File: src/hw/rtl/aes_pkg.sv
// Shared types, constants and byte functions for the AES-128 round unit.
// Depends on nothing; used by the controller, the datapath and the top level.
package aes_pkg;

   typedef enum logic [2:0] {
      KIND_ENCRYPT  = 3'd0,
      KIND_ROUND    = 3'd1,
      KIND_FINAL    = 3'd2,
      KIND_KEY_STEP = 3'd3,
      KIND_ADD_KEY  = 3'd4
   } kind_type;

   typedef enum logic [1:0] {
      ST_IDLE  = 2'd0,
      ST_ROUND = 2'd1,
      ST_DONE  = 2'd2
   } state_type;

   typedef struct packed {
      logic [2:0]  kind;
      logic [63:0] text_hi;
      logic [63:0] text_lo;
      logic [63:0] key_hi;
      logic [63:0] key_lo;
      logic [7:0]  round_constant;
   } req_type;

   typedef struct packed {
      logic [63:0] block_hi;
      logic [63:0] block_lo;
      logic [63:0] next_key_hi;
      logic [63:0] next_key_lo;
   } rsp_type;

   // Controller to datapath commands.
   typedef struct packed {
      logic load;   // capture request, apply mode-specific first step
      logic step;   // run one encryption round
      logic last;   // the round being run is the final one
   } cmd_type;

   localparam int unsigned ROUND_COUNT = 10;
   localparam int unsigned ROUND_CNT_W = 4;
   localparam logic [7:0]  RCON_FIRST  = 8'h01;

   function automatic logic [7:0] xtime(input logic [7:0] a);
      xtime = {a[6:0], 1'b0} ^ (a[7] ? 8'h1b : 8'h00);
   endfunction

   function automatic logic [7:0] sbox(input logic [7:0] x);
      logic [7:0] tbl [256];
      tbl = '{
         8'h63,8'h7c,8'h77,8'h7b,8'hf2,8'h6b,8'h6f,8'hc5,8'h30,8'h01,8'h67,8'h2b,8'hfe,8'hd7,8'hab,8'h76,
         8'hca,8'h82,8'hc9,8'h7d,8'hfa,8'h59,8'h47,8'hf0,8'had,8'hd4,8'ha2,8'haf,8'h9c,8'ha4,8'h72,8'hc0,
         8'hb7,8'hfd,8'h93,8'h26,8'h36,8'h3f,8'hf7,8'hcc,8'h34,8'ha5,8'he5,8'hf1,8'h71,8'hd8,8'h31,8'h15,
         8'h04,8'hc7,8'h23,8'hc3,8'h18,8'h96,8'h05,8'h9a,8'h07,8'h12,8'h80,8'he2,8'heb,8'h27,8'hb2,8'h75,
         8'h09,8'h83,8'h2c,8'h1a,8'h1b,8'h6e,8'h5a,8'ha0,8'h52,8'h3b,8'hd6,8'hb3,8'h29,8'he3,8'h2f,8'h84,
         8'h53,8'hd1,8'h00,8'hed,8'h20,8'hfc,8'hb1,8'h5b,8'h6a,8'hcb,8'hbe,8'h39,8'h4a,8'h4c,8'h58,8'hcf,
         8'hd0,8'hef,8'haa,8'hfb,8'h43,8'h4d,8'h33,8'h85,8'h45,8'hf9,8'h02,8'h7f,8'h50,8'h3c,8'h9f,8'ha8,
         8'h51,8'ha3,8'h40,8'h8f,8'h92,8'h9d,8'h38,8'hf5,8'hbc,8'hb6,8'hda,8'h21,8'h10,8'hff,8'hf3,8'hd2,
         8'hcd,8'h0c,8'h13,8'hec,8'h5f,8'h97,8'h44,8'h17,8'hc4,8'ha7,8'h7e,8'h3d,8'h64,8'h5d,8'h19,8'h73,
         8'h60,8'h81,8'h4f,8'hdc,8'h22,8'h2a,8'h90,8'h88,8'h46,8'hee,8'hb8,8'h14,8'hde,8'h5e,8'h0b,8'hdb,
         8'he0,8'h32,8'h3a,8'h0a,8'h49,8'h06,8'h24,8'h5c,8'hc2,8'hd3,8'hac,8'h62,8'h91,8'h95,8'he4,8'h79,
         8'he7,8'hc8,8'h37,8'h6d,8'h8d,8'hd5,8'h4e,8'ha9,8'h6c,8'h56,8'hf4,8'hea,8'h65,8'h7a,8'hae,8'h08,
         8'hba,8'h78,8'h25,8'h2e,8'h1c,8'ha6,8'hb4,8'hc6,8'he8,8'hdd,8'h74,8'h1f,8'h4b,8'hbd,8'h8b,8'h8a,
         8'h70,8'h3e,8'hb5,8'h66,8'h48,8'h03,8'hf6,8'h0e,8'h61,8'h35,8'h57,8'hb9,8'h86,8'hc1,8'h1d,8'h9e,
         8'he1,8'hf8,8'h98,8'h11,8'h69,8'hd9,8'h8e,8'h94,8'h9b,8'h1e,8'h87,8'he9,8'hce,8'h55,8'h28,8'hdf,
         8'h8c,8'ha1,8'h89,8'h0d,8'hbf,8'he6,8'h42,8'h68,8'h41,8'h99,8'h2d,8'h0f,8'hb0,8'h54,8'hbb,8'h16};
      sbox = tbl[x];
   endfunction

   // Byte i of a 128-bit word, byte 0 most significant.
   function automatic logic [7:0] byte_at(input logic [127:0] w, input int unsigned i);
      byte_at = w[127 - 8*i -: 8];
   endfunction

   // SubBytes and ShiftRows, then MixColumns when mix is set.
   function automatic logic [127:0] round_fn(input logic [127:0] s, input logic mix);
      logic [7:0] t [16];
      logic [7:0] a0, a1, a2, a3, al;
      logic [127:0] r;
      for (int c = 0; c < 4; c++) begin
         for (int rw = 0; rw < 4; rw++) begin
            t[4*c + rw] = sbox(byte_at(s, 4*((c + rw) % 4) + rw));
         end
      end
      if (mix) begin
         for (int c = 0; c < 4; c++) begin
            a0 = t[4*c]; a1 = t[4*c+1]; a2 = t[4*c+2]; a3 = t[4*c+3];
            al = a0 ^ a1 ^ a2 ^ a3;
            t[4*c]   = a0 ^ al ^ xtime(a0 ^ a1);
            t[4*c+1] = a1 ^ al ^ xtime(a1 ^ a2);
            t[4*c+2] = a2 ^ al ^ xtime(a2 ^ a3);
            t[4*c+3] = a3 ^ al ^ xtime(a3 ^ a0);
         end
      end
      for (int i = 0; i < 16; i++) begin
         r[127 - 8*i -: 8] = t[i];
      end
      round_fn = r;
   endfunction

   function automatic logic [127:0] key_fn(input logic [127:0] k, input logic [7:0] rc);
      logic [31:0] w0, w1, w2, w3, t;
      w0 = k[127:96]; w1 = k[95:64]; w2 = k[63:32]; w3 = k[31:0];
      t  = {sbox(w3[23:16]) ^ rc, sbox(w3[15:8]), sbox(w3[7:0]), sbox(w3[31:24])};
      w0 = w0 ^ t;
      w1 = w1 ^ w0;
      w2 = w2 ^ w1;
      w3 = w3 ^ w2;
      key_fn = {w0, w1, w2, w3};
   endfunction

endpackage

File: src/hw/rtl/aes_ctrl.sv
// Sequencer for the AES-128 round unit: loads a request, counts rounds.
// Depends on aes_pkg.
module aes_ctrl
   import aes_pkg::*;
#(
   parameter int unsigned ROUNDS = ROUND_COUNT
) (
   input  logic     clock,
   input  logic     reset,
   input  logic     start,
   input  kind_type kind,
   output logic     busy,
   output logic     done,
   output cmd_type  cmd
);

   state_type              state_ff, state_in;
   logic [ROUND_CNT_W-1:0] cnt_ff, cnt_in;

   always_ff @(posedge clock) begin
      if (reset) begin
         state_ff <= ST_IDLE;
         cnt_ff   <= '0;
      end else begin
         state_ff <= state_in;
         cnt_ff   <= cnt_in;
      end
   end

   // next state
   always_comb begin
      state_in = state_ff;
      cnt_in   = cnt_ff;
      case (state_ff)
         ST_IDLE: begin
            if (start) begin
               cnt_in   = ROUND_CNT_W'(1);
               state_in = (kind == KIND_ENCRYPT) ? ST_ROUND : ST_DONE;
            end
         end
         ST_ROUND: begin
            cnt_in = cnt_ff + ROUND_CNT_W'(1);
            if (cnt_ff == ROUND_CNT_W'(ROUNDS)) state_in = ST_DONE;
         end
         ST_DONE:  state_in = ST_IDLE;
         default:  state_in = ST_IDLE;
      endcase
   end

   // outputs
   always_comb begin
      busy     = 1'b1;
      done     = 1'b0;
      cmd      = '0;
      case (state_ff)
         ST_IDLE: begin
            busy     = 1'b0;
            cmd.load = start;
         end
         ST_ROUND: begin
            cmd.step = 1'b1;
            cmd.last = (cnt_ff == ROUND_CNT_W'(ROUNDS));
         end
         ST_DONE:  done = 1'b1;
         default:  done = 1'b0;
      endcase
   end

endmodule

File: config.mk
export PLATFORM = sky130hd
export DESIGN_NAME = aes_ctrl
export DESIGN_NICKNAME = d
export VERILOG_FILES = /design/src/hw/rtl/aes_pkg.sv /design/src/hw/rtl/aes_ctrl.sv
export SDC_FILE = /design/constraint.sdc
export NUM_CORES = 1
export LEC_CHECK = 0
export BUFFER_PORTS_ARGS = -buffer_cell sky130_fd_sc_hd__buf_2
export CAP_MARGIN = 0
export CORE_AREA = 2 2 39 41
export CTS_CLUSTER_DIAMETER = 50
export DETAILED_ROUTE_END_ITERATION = 12
export DIE_AREA = 0 0 41 43
export SKIP_LAST_GASP = 1
export SLEW_MARGIN = 20
export SYNTH_ARGS = -nofsm -noshare
export SYNTH_HDL_FRONTEND = slang
export SYNTH_SLANG_ARGS = --single-unit
File: constraint.sdc
create_clock -name clock -period 1.3 [get_ports clock]
set_input_delay 0.195 -clock clock [delete_from_list [all_inputs] [get_ports clock]]
set_output_delay 0.195 -clock clock [all_outputs]
set_load 0.02 [all_outputs]
# Yosys cells after proc, flatten, opt, wreduce, memory -nomap -nowiden
# Index checks and enable logic that the tools add are counted.
classes:
  n_addsub: 1
  n_eq_ne: 5
  n_mux: 10
  reduce_logical: 5
op_table:
  columns: ["operator", "n"]
  rows:
  - ["2-bit two-way mux", 4]
  - ["4-bit one-hot mux with 2 select lines", 1]
  - ["4-bit by 1-bit adder with 4-bit output, second input constant", 1]
  - ["4-bit equality test, second input constant", 1]
  - ["4-bit two-way mux", 1]
  - ["2-bit != test, second input constant", 2]
  - ["2-bit one-hot mux with 2 select lines", 1]
  - ["2-bit AND reduction", 2]
  - ["3-bit zero test", 1]
  - ["1-bit two-way mux", 3]
  - ["2-bit by 1-bit equality test with 1-bit output, second input constant", 1]
  - ["2-bit equality test, second input constant", 1]
  - ["2-bit zero test", 1]
  - ["2-bit nonzero test", 1]
word_totals:
  register_bits: 6
  wordCells: 23

# Longest topological paths before layout
logic_depth:
  depth_word: 4
  ltp_mapped: 5
  depth_no_buf: 5

# Worst setup path before layout
# Ideal clock, no wire load.
synth_path:
  kind: "flip-flop to output port"
  startpoint: "reg state_ff[0]"
  endpoint: "out cmd[2] in the netlist's numbering"
  arrival_time_ns: 1.066
  t_required_ns: 1.105
  slack_ns: 0.039
  stages_incl_launch_ff: 4
  path_buffers: 1
  path_cell_list: "dfxtp_1 buf_6 or2_2 nor2_1"
synth_lines:
  columns: ["element", "line_no", "rtl"]
  rows:
  - ["start: declaration", "aes_ctrl.sv:17", "state_type state_ff, state_in;"]
  - ["start signal: assignment", "aes_ctrl.sv:25", "state_ff <= state_in;"]
  - ["end: declaration", "aes_ctrl.sv:14", "output cmd_type cmd"]

==> reports/metrics.yaml <==
status: "finished with violations"
violations: "negative setup slack"
cts_made_buffers: 3
setup_viol: 1
coreArea_um2: 1380
clk_pin_slew_ps: 40
drtAntennaViolNets: 0
clkLatencyLatePin_ps: 250
synth_edf_count: 0
finalCriticalPeriod_ps: 1330
dp_hpwl_um: 525
ctsLongestPathBuffers: 2
postSynthCellCount: 38
path_max_fanout: 4
critPathSlowestCell: "dfxtp_4"
synth_ff_type: "dfxtp_1"
io_buffers: 10
worstMarginPinSlew_ps: 316
reg2regPathDepth: 6
start_kind: "register"
grt_pass1_wl_um: 1260
p_leak_nw: 0.222
dieArea_um2: 1760
synthTopCellsByArea: "dfxtp_1, ha_1, nand3_1, nand3b_1, nor2_1"
vias: 328
avgViaCountPerCell: 4.56
synth.net_count: 46
rsz0062_at_grt: "yes"
cp-end-kind: "output port"
crit_required_ps: 1110
timing.rr.start: "cnt_ff[0]"
ys_seq_elements: 6
place_ws_ps: 136
yosysSeqAreaShare_pct: 35.6
path_delay_family: "flip-flops"
h-tree-depth: 1
yosysTopAreaCell: "dfxtp_1"
drive_gt1_share_pct: 53.6
areaGrowthSynthToFinish_pct: 50.4
synth_area_per_cell_um2: 8.89
yosys.cell_count.top_type: "dfxtp_1"
fp.dieH_um: 43
netlist.area_leader.share_pct: 35.6
cts_sinks: 6
grt_max_degree: 7
cpPeakStageDelay_ps: 350
antenna_cells: 0
synth.distinct_cells: 22
track_usage_pct: 11.0
ff2ff_setup_slack_ps: 50
grt_pass1_vias: 300
crit_chain: "buf_4 -> nand2b_4 -> nor2_1 -> buf_4"
place_congestion: 0.698
cts_tree: "done"
period_share_pct: 102
ys_top_cells_by_count: "dfxtp_1, nor2_1, inv_1, nand3_1"
cts_root_buf: "clkbuf_4"
placed_cells: 64
max_slew_margin_pct: 78.9
drtPass1Iterations: 2
ios: 11
crit_cells: 4
hold_viol: 0
min_path_type: "input port to register"
power.density_nw_per_um2: 897
skew_ps: 2.71
die_width_um: 41
finalNetCount: 66
antenna_found_initial: 0
fin_ws_ps: -27.1
slew_viol_final: 0
setup.worst_path.start: "state_ff[1]"
initialDrtViolationCount: 4
overflow: 0
synthArstFlopShare_pct: 0
critPathCapture: "cmd[0]"
path_buf_inv: 2
start_util_pct: 24.4
rows: 14
criticalPathCategory: "register to output port"
fmax_ghz: 0.754
maxCapViolCount: 0
worstPathArrival_ps: 1130
drcViolationCount: 0
wire_per_inst_um: 11.4
worstReg2RegEnd: "state_ff[1]"
wirelength_um: 820
cp_common_cell: "buf_4"
finalNonFillerCells: 72
syn_area_um2: 338
vdd_ir_drop_max_mv: 0.269
yosysWarnings: 0
cells in the final DEF (no fill, tap or decap):
cell       instances
inv_1              1
nor2_1             3
a22oi_1            1
a21o_1             1
nor4_2             1
clkbuf_4           3
a21oi_1            1
ha_1               2
a2bb2oi_1          1
nor2_4             1
nor4b_2            1
dfxtp_2            1
nand3b_1           2
nand2_1            2
buf_6              2
buf_4              7
or2_4              1
a31oi_1            2
nor3_1             1
nand2b_4           1
inv_2              2
mux2i_1            1
dfxtp_1            2
buf_2              7
nand3_1            3
or3_1              1
dfxtp_4            3
o21bai_1           1
nor2b_1            1
power breakdown:
part           leakage, nW  switching [mW]  internal [mW]  total (mW)
Clock               0.0138          0.0679          0.104       0.172
Sequential          0.0514         0.00706          0.189       0.196
Combinational        0.157          0.0422         0.0454      0.0877
sequential cells by signal, indices dropped and copies added (netlist names):
signal    flops
state_ff      2
cnt_ff        4
kinds of logic after synthesis:
logic type	synth area share, %
AND/OR/NAND/NOR	33.0
flip-flops	35.6
buffers and inverters	6.67
adder cells (fa/ha/maj)	7.41
multiplexers	2.96
AO/OA/AOI/OAI	14.4
timing repair:
action,CTS,global route
setup endpoints to repair,2,4
resized for setup,8,10
pin swaps,1,0
setup buffers,4,1
hold buffers,0,0
stage by stage:
stage	power [mW]	TNS [ps]	util (%)	instance area [um2]	hold WS (ps)
5_1_grt	0.481	-167	36.7	508	214
4_1_cts	0.450	-19.2	34.2	473	193
3_3_place_gp	0.263	0	29.2	404	457
3_5_place_dp	0.263	0	29.2	404	456
6_report	0.456	-27.1	36.7	508	209
2_1_floorplan	0.241	0	-	338	264
routing by layer:
layer	track usage [%]	vias to the layer above	part of all wire, %
met5	0	-	0
met1	12.5	146	43
li1	-	171	-
met4	8.00	0	2.9
met3	4.71	4	4.8
met2	15.6	7	49
worst min path at each step:
stage | slack (ps) | depth (start not counted) | start | end
final | 210 | 2 | reset | cnt_ff[3]
after global routing | 210 | 2 | reset | cnt_ff[3]
after CTS | 190 | 2 | reset | cnt_ff[3]
after detailed placement | 460 | 2 | reset | cnt_ff[3]
after global placement | 460 | 2 | reset | cnt_ff[2]
after floorplan | 260 | 1 | reset | cnt_ff[2]
area by class of cell:
class / count / area [um2]
tap: 16 / 20.0
inverter: 3 / 11.3
timing repair buffer: 16 / 110
clock buffer: 3 / 22.5
multi-input combinational: 28 / 211
fill: 148 / 876
sequential: 6 / 133
Power figures use the tool's default switching activity.
